[src/rtl/core/fvcm_pkg.sv]
// Shared types and constants for the four-voice chiptune mixer.
package fvcm_pkg;

	// Sequencer steps, one-hot coded.
	typedef enum logic [10:0] {
		ST_IDLE = 11'b000_0000_0001,
		ST_TRI  = 11'b000_0000_0010,
		ST_PUL  = 11'b000_0000_0100,
		ST_SQR  = 11'b000_0000_1000,
		ST_MX1  = 11'b000_0001_0000,
		ST_MX2  = 11'b000_0010_0000,
		ST_MX3  = 11'b000_0100_0000,
		ST_PCM  = 11'b000_1000_0000,
		ST_VOL  = 11'b001_0000_0000,
		ST_TICK = 11'b010_0000_0000,
		ST_DONE = 11'b100_0000_0000
	} step_t;

	// Control from the sequencer to the datapath.
	typedef struct packed {
		step_t step;
		logic  idle;
		logic  load_out;
	} ctrl_t;

	localparam int unsigned CfgIndexW = 2;
	localparam logic [CfgIndexW-1:0] REG_MASTER_VOLUME = 2'd0;
	localparam logic [CfgIndexW-1:0] REG_TICK_DIVISOR  = 2'd1;

	localparam logic [8:0]  MASTER_VOLUME_RESET = 9'd256;
	localparam logic [14:0] TICK_DIVISOR_RESET  = 15'd1250;
	localparam logic [15:0] NOISE_RESET         = 16'h0001;
	localparam logic [8:0]  UNITY_GAIN          = 9'd256;
	localparam logic [7:0]  MID_LEVEL           = 8'd128;
	localparam logic [7:0]  TOP_LEVEL           = 8'd255;

endpackage

[src/rtl/core/fvcm_seq.sv]
// Step sequencer for the mixer: walks one sample through the shared adder and multiplier.
module fvcm_seq (
	input  logic           clk,
	input  logic           arst_n,
	input  logic           start,
	input  logic           start_hold,
	input  logic           out_free,
	output fvcm_pkg::ctrl_t ctrl
);
	import fvcm_pkg::*;

	step_t state_q;
	step_t state_d;

	always_comb begin
		state_d = state_q;
		unique case (state_q)
			ST_IDLE: begin
				if (start) begin
					state_d = start_hold ? ST_DONE : ST_TRI;
				end
			end
			ST_TRI:  state_d = ST_PUL;
			ST_PUL:  state_d = ST_SQR;
			ST_SQR:  state_d = ST_MX1;
			ST_MX1:  state_d = ST_MX2;
			ST_MX2:  state_d = ST_MX3;
			ST_MX3:  state_d = ST_PCM;
			ST_PCM:  state_d = ST_VOL;
			ST_VOL:  state_d = ST_TICK;
			ST_TICK: state_d = ST_DONE;
			ST_DONE: begin
				if (out_free) begin
					state_d = ST_IDLE;
				end
			end
			default: state_d = ST_IDLE;
		endcase
	end

	always_ff @(posedge clk or negedge arst_n) begin
		if (!arst_n) begin
			state_q <= ST_IDLE;
		end else begin
			state_q <= state_d;
		end
	end

	assign ctrl.step     = state_q;
	assign ctrl.idle     = (state_q == ST_IDLE);
	assign ctrl.load_out = (state_q == ST_DONE) && out_free;

endmodule

[src/rtl/core/four_voice_chiptune_mixer_top.sv]
// Top level of the four-voice chiptune mixer: stream ports, registers and shared datapath.
// One input transfer yields one output sample. A normal item passes through nine steps on
// one shared 17-bit adder and one shared 10x10 signed multiplier, then its result is loaded
// into the output register; the input stays closed until then, so a new item is taken only
// after the last one is through. A held item goes straight to that load and returns 128
// with no tick. A new item is taken as soon as the result is in the output register, even
// while that result still waits downstream; a finished result that finds the output register
// still full waits there and holds the input. Configuration writes are always accepted, as
// cfg_ready is tied high, and should be made only while idle.
module four_voice_chiptune_mixer_top (
	input  logic        clk,
	input  logic        arst_n,
	input  logic        s_axis_tvalid,
	output logic        s_axis_tready,
	// triangle_freq[15:0], triangle_vol[23:16], pulse_freq[39:24], pulse_vol[47:40],
	// square_freq[63:48], square_vol[71:64], noise_vol[79:72], pcm_level[87:80]
	input  logic [87:0] s_axis_tdata,
	// hold[0]
	input  logic        s_axis_tuser,
	output logic        m_axis_tvalid,
	input  logic        m_axis_tready,
	// sample[7:0]
	output logic [7:0]  m_axis_tdata,
	// tick[0]
	output logic        m_axis_tuser,
	input  logic        cfg_valid,
	output logic        cfg_ready,
	input  logic [fvcm_pkg::CfgIndexW-1:0] cfg_index,
	input  logic [14:0] cfg_data
);
	import fvcm_pkg::*;

	ctrl_t ctrl;
	logic  s_fire;
	logic  out_free;

	// Configuration and item registers.
	logic [8:0]  master_volume_q;
	logic [14:0] tick_divisor_q;
	logic [87:0] item_q;
	logic        hold_q;

	// Voice state.
	logic [15:0] tri_phase_q;
	logic [15:0] pulse_phase_q;
	logic [15:0] square_phase_q;
	logic [15:0] noise_q;
	logic [14:0] tick_count_q;

	// Working registers.
	logic [7:0]         mix_q;
	logic signed [9:0]  c_q;
	logic signed [19:0] prod_q;
	logic [7:0]         sample_q;
	logic               tick_q;

	logic [7:0]  m_data_q;
	logic        m_user_q;
	logic        m_valid_q;

	// Item fields.
	logic [15:0] tri_freq, pulse_freq, square_freq;
	logic [7:0]  tri_vol, pulse_vol, square_vol, noise_vol, pcm_level;

	assign tri_freq    = item_q[15:0];
	assign tri_vol     = item_q[23:16];
	assign pulse_freq  = item_q[39:24];
	assign pulse_vol   = item_q[47:40];
	assign square_freq = item_q[63:48];
	assign square_vol  = item_q[71:64];
	assign noise_vol   = item_q[79:72];
	assign pcm_level   = item_q[87:80];

	assign s_axis_tready = ctrl.idle;
	assign s_fire        = s_axis_tvalid && s_axis_tready;
	assign out_free      = !m_valid_q || m_axis_tready;
	assign cfg_ready     = 1'b1;

	fvcm_seq u_seq (
		.clk       (clk),
		.arst_n    (arst_n),
		.start     (s_fire),
		.start_hold(s_axis_tuser),
		.out_free  (out_free),
		.ctrl      (ctrl)
	);

	// Voice contributions.
	logic [7:0] tri_b, tri_fold, tri_p;
	logic [7:0] pulse_term, square_term, noise_term;
	logic [8:0] gain;

	assign tri_b       = tri_phase_q[15:8];
	assign tri_fold    = tri_b[7] ? ~tri_b : tri_b;
	// Doubling then subtracting 128 flips the top bit of the doubled value.
	assign tri_p       = {tri_fold[6:0], 1'b0} ^ 8'h80;
	assign pulse_term  = (pulse_phase_q[15:14] == 2'b11) ? 8'(-pulse_vol) : pulse_vol;
	assign square_term = square_phase_q[15] ? 8'(-square_vol) : square_vol;
	assign noise_term  = noise_q[15] ? 8'(-noise_vol) : noise_vol;
	assign gain        = (master_volume_q > UNITY_GAIN) ? UNITY_GAIN : master_volume_q;

	// Shared adder.
	logic [15:0] add_a, add_b;
	logic [16:0] add_sum;
	logic [7:0]  pcm_off;

	assign pcm_off = pcm_level ^ MID_LEVEL;

	always_comb begin
		add_a = '0;
		add_b = '0;
		case (ctrl.step)
			ST_TRI: begin
				add_a = tri_phase_q;
				add_b = tri_freq;
			end
			ST_PUL: begin
				add_a = pulse_phase_q;
				add_b = pulse_freq;
			end
			ST_SQR: begin
				add_a = square_phase_q;
				add_b = square_freq;
			end
			ST_MX1: begin
				add_a = {8'd0, mix_q};
				add_b = {8'd0, pulse_term};
			end
			ST_MX2: begin
				add_a = {8'd0, mix_q};
				add_b = {8'd0, square_term};
			end
			ST_MX3: begin
				add_a = {8'd0, mix_q};
				add_b = {8'd0, noise_term};
			end
			ST_PCM: begin
				add_a = {{8{mix_q[7]}}, mix_q};
				add_b = {{8{pcm_off[7]}}, pcm_off};
			end
			ST_TICK: begin
				add_a = {1'b0, tick_count_q};
				add_b = 16'd1;
			end
			default: begin
				add_a = '0;
				add_b = '0;
			end
		endcase
	end

	assign add_sum = {1'b0, add_a} + {1'b0, add_b};

	// Shared multiplier.
	logic signed [9:0]  mul_a, mul_b;
	logic signed [19:0] mul_p;

	always_comb begin
		if (ctrl.step == ST_VOL) begin
			mul_a = c_q;
			mul_b = $signed({1'b0, gain});
		end else begin
			mul_a = $signed({{2{tri_p[7]}}, tri_p});
			mul_b = $signed({{2{tri_vol[7]}}, tri_vol});
		end
	end

	assign mul_p = mul_a * mul_b;

	// Scaled level: 128 plus the floor of the product over 256, clamped to 0..255.
	logic signed [11:0] level;
	logic [7:0]         clamped;

	assign level = prod_q[19:8];

	always_comb begin
		if (level < -12'sd128) begin
			clamped = 8'd0;
		end else if (level > 12'sd127) begin
			clamped = TOP_LEVEL;
		end else begin
			clamped = level[7:0] ^ MID_LEVEL;
		end
	end

	logic tick_wrap;
	assign tick_wrap = (add_sum[15:0] >= {1'b0, tick_divisor_q});

	always_ff @(posedge clk or negedge arst_n) begin
		if (!arst_n) begin
			master_volume_q <= MASTER_VOLUME_RESET;
			tick_divisor_q  <= TICK_DIVISOR_RESET;
			tri_phase_q     <= '0;
			pulse_phase_q   <= '0;
			square_phase_q  <= '0;
			noise_q         <= NOISE_RESET;
			tick_count_q    <= '0;
			m_valid_q       <= 1'b0;
		end else begin
			if (cfg_valid && cfg_ready) begin
				unique case (cfg_index)
					REG_MASTER_VOLUME: master_volume_q <= cfg_data[8:0];
					REG_TICK_DIVISOR:  tick_divisor_q  <= cfg_data;
					default: ;
				endcase
			end
			case (ctrl.step)
				ST_TRI: begin
					tri_phase_q <= add_sum[15:0];
					noise_q     <= {noise_q[14:0], noise_q[14] ^ noise_q[13]};
				end
				ST_PUL:  pulse_phase_q  <= add_sum[15:0];
				ST_SQR:  square_phase_q <= add_sum[15:0];
				ST_TICK: tick_count_q   <= tick_wrap ? 15'd0 : add_sum[14:0];
				default: ;
			endcase
			if (ctrl.load_out) begin
				m_valid_q <= 1'b1;
			end else if (m_axis_tready) begin
				m_valid_q <= 1'b0;
			end
		end
	end

	// Payload registers.
	always_ff @(posedge clk) begin
		if (s_fire) begin
			item_q <= s_axis_tdata;
			hold_q <= s_axis_tuser;
		end
		case (ctrl.step)
			ST_PUL:  prod_q <= mul_p;
			ST_SQR:  mix_q  <= prod_q[14:7];
			ST_MX1,
			ST_MX2,
			ST_MX3:  mix_q  <= add_sum[7:0];
			ST_PCM:  c_q    <= $signed(add_sum[9:0]);
			ST_VOL:  prod_q <= mul_p;
			ST_TICK: begin
				sample_q <= clamped;
				tick_q   <= tick_wrap;
			end
			default: ;
		endcase
		if (ctrl.load_out) begin
			m_data_q <= hold_q ? MID_LEVEL : sample_q;
			m_user_q <= hold_q ? 1'b0 : tick_q;
		end
	end

	assign m_axis_tvalid = m_valid_q;
	assign m_axis_tdata  = m_data_q;
	assign m_axis_tuser  = m_user_q;

endmodule

[config.mk]
export PLATFORM = sky130hd
export DESIGN_NAME = four_voice_chiptune_mixer_top
export DESIGN_NICKNAME = d
export VERILOG_FILES = /design/src/rtl/core/fvcm_pkg.sv /design/src/rtl/core/fvcm_seq.sv /design/src/rtl/core/four_voice_chiptune_mixer_top.sv
export SDC_FILE = /design/constraint.sdc
export NUM_CORES = 1
export LEC_CHECK = 0
export ABC_AREA = 1
export ABC_CLOCK_PERIOD_IN_PS = 11100
export BUFFER_PORTS_ARGS = -buffer_cell sky130_fd_sc_hd__buf_2
export CAP_MARGIN = 20
export CORE_MARGIN = 5
export CORE_UTILIZATION = 35
export CTS_CLUSTER_DIAMETER = 30
export DETAILED_ROUTE_END_ITERATION = 6
export GPL_TIMING_DRIVEN = 0
export MAX_ROUTING_LAYER = met4
export PLACE_DENSITY = 0.5
export SYNTH_ARGS = -nofsm -noshare
export SYNTH_HDL_FRONTEND = slang
export SYNTH_HIERARCHICAL = 1
export SYNTH_SLANG_ARGS = --single-unit
[constraint.sdc]
create_clock -name clk -period 11.1 [get_ports clk]
set_clock_uncertainty 0.05 [all_clocks]
set_input_delay 3.33 -clock clk [delete_from_list [all_inputs] [get_ports clk]]
set_output_delay 3.33 -clock clk [all_outputs]
set_load 0.005 [all_outputs]
## Word-level counts from Yosys, hierarchy flattened

Cells that the tools add are included.

- Register bits: 260
- Input port bits: 111
- Output and inout port bits: 12
- Word-level logic and storage cells: 77

- $add $sub $neg: 4
- Multiply operators: 1
- Magnitude comparators: 4
- Eq/ne operators: 15
- Muxes and demuxes: 18
- Bitwise operators: 5
- Reduce and logical (&&, ||, !) cells: 12

Operators with widths:

| operator | number |
|---|---|
| $pmux 16 s8 | 1 |
| $pmux 11 s11 | 1 |
| $pmux 16 s6 | 1 |
| $mux 11 | 3 |
| $mux 8 | 4 |
| $neg 8->8 | 3 |
| $mul 10x10->20 | 1 |
| $mux 10 | 2 |
| $add 16x16->16 | 1 |
| $ge 16x15->1 | 1 |
| $pmux 8 s2 | 1 |
| $mux 15 | 1 |
| $gt 12x8->1 const B | 1 |
| $lt 12x8->1 const B | 1 |
| $eq 11x1->1 const B | 1 |
| $eq 11x10->1 const B | 1 |
| $eq 11x11->1 const B | 1 |
| $eq 11x2->1 const B | 1 |
| $eq 11x3->1 const B | 1 |
| $eq 11x4->1 const B | 1 |
| $eq 11x5->1 const B | 1 |
| $eq 11x6->1 const B | 1 |
| $eq 11x7->1 const B | 1 |
| $eq 11x8->1 const B | 1 |
| 19 further kinds | 27 |

## Longest topological paths before layout

Gate-level depths: netlist (run 1).

- Depth after elaboration: 6
- Gate-level depth with buffers: 34
- Gate-level depth less buffers: 32

## Modules after synthesis

Netlist (run 1), hierarchy kept.

Modules (own cells, without submodules):

| module | instances | cells each | area each (µm²) | seq. area each (µm²) |
|---|---|---|---|---|
| four_voice_chiptune_mixer_top | 1 | 1687 | 15383.5 | 6755.2 |
| fvcm_seq | 1 | 95 | 648.1 | 276.5 |

## Least setup slack after synthesis (run 1)

No wires, ideal clock.

- Path type: register to register
- Start: register u_seq.state_q[7]
- End: register prod_q[18] (data pin)
- Library setup time: 0.252 ns
- Data arrival time: 5.638 ns
- Required time: 10.798 ns
- Slack: 5.160 ns
- Stages on the path, launching flop included: 24
- Buffers on the path: 1
- Clock period less this slack: 5.940 ns
- Path through: dfrtp_1 nor2_2 nand2_1 nor2_2 nand2_4 clkbuf_1 o21ai_2 inv_1 nand2_1 inv_1 fa_1 inv_1 fa_1 inv_1 fa_1 inv_1 fa_1 fa_1 inv_1 ha_1 nand4_1 o221a_2 nand3_1 nand2_1

- Longest elaborated chain between the ends: 3
- Elaborated cells on any way between the ends: 4
- Classes of those cells: mul (1); eq/ne (1); mux (2)

RTL lines:

| item | line | source |
|---|---|---|
| from (decl) | fvcm_seq.sv:12 | `step_t state_q;` |
| from (signal assigned) | fvcm_seq.sv:45 | `state_q <= state_d;` |
| $eq 11x9->1 * | four_voice_chiptune_mixer_top.sv:159 | `if (ctrl.step == ST_VOL) begin` |
| $mux 10 | four_voice_chiptune_mixer_top.sv:159 |  |
| $mul 10x10->20 * | four_voice_chiptune_mixer_top.sv:168 | `assign mul_p = mul_a * mul_b;` |
| via mul_p[18] | four_voice_chiptune_mixer_top.sv:156 | `logic signed [19:0] mul_p;` |
| to (signal assigned) | four_voice_chiptune_mixer_top.sv:232 | `ST_PUL: prod_q <= mul_p;` |
| to (signal assigned) | four_voice_chiptune_mixer_top.sv:238 | `ST_VOL: prod_q <= mul_p;` |
| to (decl) | four_voice_chiptune_mixer_top.sv:53 | `logic signed [19:0] prod_q;` |

The timed path passes the listed nets; every way through them passes the cells marked *.
A chain may end at the register's enable or synchronous reset.

## Worst setup path after layout (run 1)

- Start: register u_seq.state_q[7]
- End: register prod_q[16] (data pin)

The elaborated chain is that of the path after synthesis.

==> results of run 1 <==
[cell type report]
class                      count  area share
clock inverter                39      0.0196
buffer                        40     0.00877
multi-input combinational   1178       0.389
tap                          600      0.0381
clock buffer                  82      0.0917
timing repair buffer         125      0.0360
inverter                     311      0.0597
sequential                   253       0.357
[routing by layer]
metal  vias up  track usage
met2       295        0.286
met4         0       0.0563
li1       6181            -
met1      6088        0.252
met3        75       0.0405
met5         -            -
[worst paths after layout]
kind | startpoint | endpoint | slack [ns] | cells past startpoint
worst max-delay path | u_seq/state_q[7] | prod_q[16] | 4.14 | 24
worst min-delay path | noise_q[14] | noise_q[0] | 0.39 | 1
worst max register to register | u_seq/state_q[7] | prod_q[16] | 4.14 | 24
worst min register to register | noise_q[14] | noise_q[0] | 0.39 | 1
max in group asynchronous | arst_n | tick_divisor_q[10] | 7.61 | 2
min in group asynchronous | arst_n | noise_q[4] | 2.57 | 1
[metrics by stage]
stage               worst slack (ns)  std cells
floorplan                       5.16       1782
global placement                4.16       2503
detailed placement              4.16       2506
CTS                             4.13       2627
global route                    3.68       2628
finish                          4.14       2628
[registers in the layout, indices dropped and copies added, names as in the netlist]
| register | count |
|---|---|
| prod_q | 13 |
| item_q | 88 |
| m_axis_tvalid | 1 |
| m_axis_tdata | 8 |
| mix_q | 8 |
| noise_q | 16 |
| tri_phase_q | 16 |
| master_volume_q | 9 |
| hold_q | 1 |
| u_seq/state_q | 11 |
| tick_q | 1 |
| c_q | 10 |
| m_axis_tuser | 1 |
| pulse_phase_q | 16 |
| sample_q | 8 |
| tick_count_q | 15 |
| tick_divisor_q | 15 |
| square_phase_q | 16 |
[cells by family (layout without fill, tap and decap cells)]
| group | after synthesis | count (layout) | share of synthesized area |
|---|---|---|---|
| flops | 253 | 253 | 0.439 |
| fa+ha+maj | 170 | 170 | 0.175 |
| xor+xnor | 36 | 36 | 0.0197 |
| compound gates | 260 | 260 | 0.0937 |
| simple gates | 711 | 711 | 0.189 |
| buf+inv | 351 | 597 | 0.0839 |
| other cells | 1 | 1 | 0.000234 |
[layout by cell type (no fill, tap or decap), types with 5 or more instances in the layout]
| cell | count |
|---|---|
| nor2_2 | 6 |
| xnor2_1 | 10 |
| or2_2 | 8 |
| ha_1 | 79 |
| fa_1 | 91 |
| nand2_2 | 10 |
| nand3b_1 | 7 |
| nand2_1 | 432 |
| bufinv_16 | 6 |
| clkbuf_1 | 35 |
| a31oi_1 | 6 |
| nor3_1 | 19 |
| a22o_1 | 14 |
| edfxtp_1 | 138 |
| clkinv_1 | 11 |
| nand3_1 | 39 |
| o21ai_0 | 124 |
| a21oi_1 | 62 |
| buf_2 | 128 |
| nor2_1 | 141 |
| o21ai_1 | 11 |
| xor2_1 | 26 |
| clkbuf_16 | 69 |
| clkinv_2 | 14 |
| dfstp_2 | 8 |
| a221oi_1 | 8 |
| nor4_1 | 5 |
| dfrtp_1 | 107 |
| nand4_1 | 29 |
| inv_1 | 304 |
[worst register-to-register path, stage by stage (launching register included)]
cell	delay, ns
dfrtp_1	0.47
nor2_2	0.16
nand2_1	0.13
nor2_2	0.20
nand2_4	0.14
clkbuf_1	0.34
o21ai_0	0.80
inv_1	0.32
nand2_1	0.17
fa_1	0.41
inv_1	0.08
fa_1	0.46
fa_1	0.48
fa_1	0.54
inv_1	0.05
fa_1	0.52
inv_1	0.04
ha_1	0.35
nand2_1	0.14
nor2_1	0.19
nand4_1	0.11
o21ai_1	0.31
nand2_1	0.09
nand2_1	0.08
xor2_1	0.07
==> key figures, run 1 <==
Status
  – Status: complete, no violations

Setup path
  – CP Capture Type: register
  – WP data required: roughly 11 ns
  – Worst EP arrival: 7.22 ns
  – WP buf/inv: 5
  – Kind of critical path: reg2reg
  – Crit-path max FO: 10
  – Cells along the critical path: nor2_2 -> nand2_1 -> nor2_2 -> nand2_4 -> clkbuf_1 -> o21ai_0 -> inv_1 -> nand2_1 -> fa_1 -> inv_1 -> fa_1 -> fa_1 -> fa_1 -> inv_1 -> fa_1 -> inv_1 -> ha_1 -> nand2_1 -> nor2_1 -> nand4_1 -> o21ai_1 -> nand2_1 -> nand2_1 -> xor2_1
  – CP max stage cell: o21ai_0
  – Crit path largest cell delay: 0.79 ns
  – CP delay by family, top: adder cells
  – Crit start category: register

Placement
  – Gpl congestion: 0.878
  – Post-DP Area: 17,500 sq um
  – Port buffer count: 121
  – HPWL after DPL: 34.3 mm

Global routing
  – First-pass GRT wire length: about 70 mm
  – Initial antenna violation count: 1
  – Largest net degree at the start of global routing: between 90 and 100
  – Overflow after GRT: 0
  – GR Util All Layers: 0.187
  – Vias in the first global route: 12,900

Timing
  – RSZ-0062 raised after global routing: no
  – Final min period: 6.96 ns
  – Fmax: 144 MHz
  – Final hold violations: 0
  – Setup total negative slack: 0 ns
  – Final Cycle Share: 0.627
  – Max Slew Vio Count: 0
  – Slew @ Worst Pin: 0.989 ns
  – Slew HR: 0.336
  – Hold Slack: a little under 0.4 ns
  – # setup viols final: 0

Drt
  – Routed wl met2: 20.7 mm
  – Routed length per instance: 17.2 um
  – Wire length on met1: 21.2 mm
  – Iter 0 DRT Violations: 695
  – Uppermost layer routed: met4
  – DRC Markers: 0
  – Met3 routed WL: 2.27 mm
  – Antenna viol nets, final: 0
  – Vias post-DR: 12,600
  – Via/cell ratio: 4.81
  – Aggregate routed wire length: 45.3 mm
  – First-pass DRT Iterations: 6

Yosys
  – #FFs+latches synth: 253
  – Post-synth top area cell: edfxtp_1
  – Main synth FF type: edfxtp_1
  – Syn_area_per_cell: about 9.0 sq um
  – Cell area after synthesis: 16,000 sq um
  – Post-synth EDFFs: 138
  – Yosys cell types: a little under 60
  – Leading post-synthesis cells by cell area: edfxtp_1 26%, dfrtp_1 17%, fa_1 11%
  – Sequential share of the synthesized area: 0.439
  – Top-area cell type share of the netlist area: 0.258
  – FFs w/ async S/R, synth: 0.455
  – Most frequent cells after synthesis: 432 x nand2_1, 305 x inv_1, 141 x nor2_1
  – Syn Inst Count: roughly 1,800
  – Syn Nets: 2,063
  – Top-count cell post-synth: nand2_1
  – Ys Warns: 6

Floorplan
  – Core ar.: 45,400 sq um
  – Die Y: around 220 um
  – Starting Density: 0.353
  – Die area: 50,200 sq um
  – Die W: 224 um
  – Num rows: 78
  – # IOs: 123

Clock tree
  – CTS Root Cell: clkbuf_16
  – Post-cts sizing count: 0
  – CTS Buf Count: 66
  – H-Tree Depth: 3
  – Clk pin slew, worst setup/hold paths: around 0.040 ns
  – Postcts setup bufs: 0
  – Clock latency at the later pin of the worst-skew pair: 0.58 ns
  – Max Root-Sink Buffers: 3
  – Hold_buf cts: 0
  – Clock Sinks: 253
  – TritonCTS clock tree: yes

Layout
  – Nets: 2,256
  – Area Growth Syn to Fin: 22.8%
  – ANT cells: 0
  – Layout Utilization: 0.434
  – Filler instances: 4,463
  – Multi-input gate area: around 7700 sq um
  – Final Cell Area: between 15,000 and 20,000 sq um
  – Share of layout cells above drive strength 1: 0.144
  – Register area: 7030 sq um

Job
  – Max cap viols: 0

Worst hold path
  – HP Class: reg2reg
Power of run 1 is left out: the tool's default activity adds up to more than one toggle a clock period on the data nets, which glitch-free logic cannot reach.
==> run 2, diff against run 1 <==
- ABC_CLOCK_PERIOD_IN_PS: 11100 -> 6300
- PLACE_DENSITY: 0.5 -> 0.52
- clock period: 11.1 -> 6.3 ns (I/O delays scaled with it)
==> run 2 against run 1 <==
Against the previous run: die area unchanged; flip-flop and latch count unchanged; largest cell class unchanged; setup slack lost 3.9 ns; utilization grew 1.3 points.
==> key figures, run 2 (synthesized netlist as in run 1, its figures left out) <==
Drt
  – Vias post-DR: 12,800 (+1.5%)
  – DRC Markers: 0 (unchanged)
  – Iter 0 DRT Violations: 913 (+31%)
  – Via/cell ratio: 4.84 (+0.58%)
  – Aggregate routed wire length: 45.7 mm (+0.96%)
  – Antenna viol nets, final: 0 (unchanged)
  – First-pass DRT Iterations: 6 (unchanged)
  – Routed length per instance: 17.2 um (about the same)

Worst hold path
  – WHS Endpoint: noise_q[0]
  – Hold depth: 1 (unchanged)
  – HP Class: reg2reg
  – Worst Hold Launch: noise_q[14]

Placement
  – Gpl congestion: 0.908 (+3.5%)
  – HPWL after DPL: 33.9 mm (-1.2%)
  – Port buffer count: 121 (unchanged)

Floorplan
  – Starting Density: 0.353 (unchanged)
  – Die area: 50,200 sq um (unchanged)
  – Num rows: 78 (unchanged)
  – Die Y: 224 um (unchanged)
  – Core ar.: 45,400 sq um (unchanged)
  – Die W: 224 um (unchanged)
  – # IOs: 123 (unchanged)

Setup path
  – CP Capture Type: register
  – R2R Setup Slk: 0.27 ns (-3.87 ns)
  – Reg2Reg Launch Point: u_seq/state_q[7]
  – Crit-path max FO: 7 (-3)
  – Crit start category: register
  – CP startpoint: u_seq/state_q[7]
  – WP data required: 6.59 ns (-4.78 ns)
  – Crit Reg-Reg Endpoint: prod_q[18]
  – Kind of critical path: reg2reg
  – Worst reg2reg path depth: 24 (unchanged)
  – Worst EP arrival: 6.31 ns (-0.91 ns)

Timing
  – Fmax: 166 MHz (+15%)
  – Final hold violations: 0 (unchanged)
  – Hold Slack: 0.398 ns (+0.0101 ns)
  – Final Cycle Share: 0.957 (+0.330)
  – Max Slew Vio Count: 0 (unchanged)
  – # setup viols final: 0 (unchanged)
  – Slew @ Worst Pin: 0.976 ns (-0.0134 ns)
  – Slew HR: 0.347 (+0.0112)
  – Final min period: 6.03 ns (-0.931 ns)

Global routing
  – Vias in the first global route: 13,100 (+1.7%)
  – Overflow after GRT: 0 (unchanged)
  – Largest net degree at the start of global routing: 76 (-19%)
  – Initial antenna violation count: 0 (-1)
  – GR Util All Layers: 0.188 (+0.000309)
  – First-pass GRT wire length: 72.8 mm (+1.6%)

Layout
  – Largest register FFs: 88 (unchanged)
  – Filler instances: 4,431 (-0.72%)
  – Area Growth Syn to Fin: 26.3%
  – ANT cells: 0 (unchanged)
  – Reg with most FFs: item_q
  – Share of layout cells above drive strength 1: 0.196 (+0.0510)
  – Most common cell after layout, fill and taps aside: nand2_1
  – Most frequent cells in the layout: 423 x nand2_1, 296 x inv_1, 138 x edfxtp_1
  – Nets: 2,280 (+1.1%)

Status
  – Status: complete, no violations

Clock tree
  – Clock latency at the later pin of the worst-skew pair: 0.61 ns (+0.03 ns)
  – Hold_buf cts: 0 (unchanged)
  – CTS Buf Count: 61 (-7.6%)
  – Clk pin slew, worst setup/hold paths: 0.05 ns (about the same)
  – H-Tree Depth: 2 (-1)
  – TritonCTS clock tree: yes
  – Max Root-Sink Buffers: 3 (unchanged)
  – Clock Sinks: 253 (unchanged)
  – CTS Root Cell: clkbuf_16

Job
  – Max cap viols: 0 (unchanged)
run 2: cell types whose count changed in the layout (fill, tap and decap cells not counted), sizes merged:
cell / change
buf: +27
bufinv: +7
clkbuf: -12
clkinv: -7
clkinvlp: +6
inv: +2
run 2: layout make-up:
class / instances / area [sq um] / share of cell area
Timing Repair Buffer: 154 / 923 / 0.0456
Inverter: 311 / 1180 / 0.0582
Tap cell: 600 / 751 / 0.0371
Clock buffer: 68 / 1580 / 0.0782
Buffer: 40 / 223 / 0.0110
Multi-Input combinational cell: 1178 / 7920 / 0.391
Clock inverter: 47 / 641 / 0.0316
Sequential cell: 253 / 7040 / 0.348
run 2: stage by stage:
step           std cells  utilization  cell area, sq um  worst slack [ns]  setup TNS, ns
5_1_grt             2651        0.446             20300           -0.0205        -0.0233
3_3_place_gp        2503        0.383             17400            -0.585          -5.28
6_report            2651        0.446             20300             0.272              0
2_1_floorplan       1782            -             16000             0.360              0
3_5_place_dp        2506        0.385             17500            -0.691          -5.69
4_1_cts             2628        0.438             19900           0.00277              0
run 2: worst max-delay path by stage:
stage	slack [ns]	cells after the start	end
4_1_cts	0.003	23	prod_q[16]
5_1_grt	-0.02	25	prod_q[19]
3_5_place_dp	-0.69	23	prod_q[18]
3_3_place_gp	-0.59	23	prod_q[18]
2_1_floorplan	0.36	23	prod_q[18]
6_report	0.27	24	prod_q[18]
run 2: critical path, stage by stage, from the launching register on:
cell	delay, ns
dfrtp_2	0.45
nor2_4	0.14
nand2_2	0.10
nor2_4	0.19
nand2_8	0.12
clkbuf_16	0.20
nand2_2	0.13
o21ai_4	0.12
buf_4	0.18
nor2_2	0.17
inv_1	0.11
fa_1	0.54
inv_1	0.05
fa_1	0.46
fa_1	0.52
fa_1	0.54
inv_1	0.05
fa_1	0.52
inv_1	0.04
ha_2	0.36
nand2_1	0.12
o21a_1	0.24
o221a_2	0.24
nand3_1	0.08
nand2_1	0.05
run 2: per-layer routing:
| layer | GRT usage | wire, um | vias up |
|---|---|---|---|
| met1 | 0.256 | 21200 | 6180 |
| li1 | - | - | 6223 |
| met2 | 0.289 | 21000 | 351 |
| met3 | 0.0353 | 2440 | 70 |
| met4 | 0.0506 | 1030 | 0 |
| met5 | - | 0 | - |
run 2: repair_timing:
action                                 CTS  global route
setup buffers                            7            22
pin swaps                                3            12
setup endpoints to repair               21            25
resized for setup                       44            64
gates cloned                             0             1
endpoints found under the hold margin    0             0
Power of run 2 is left out for the same reason.
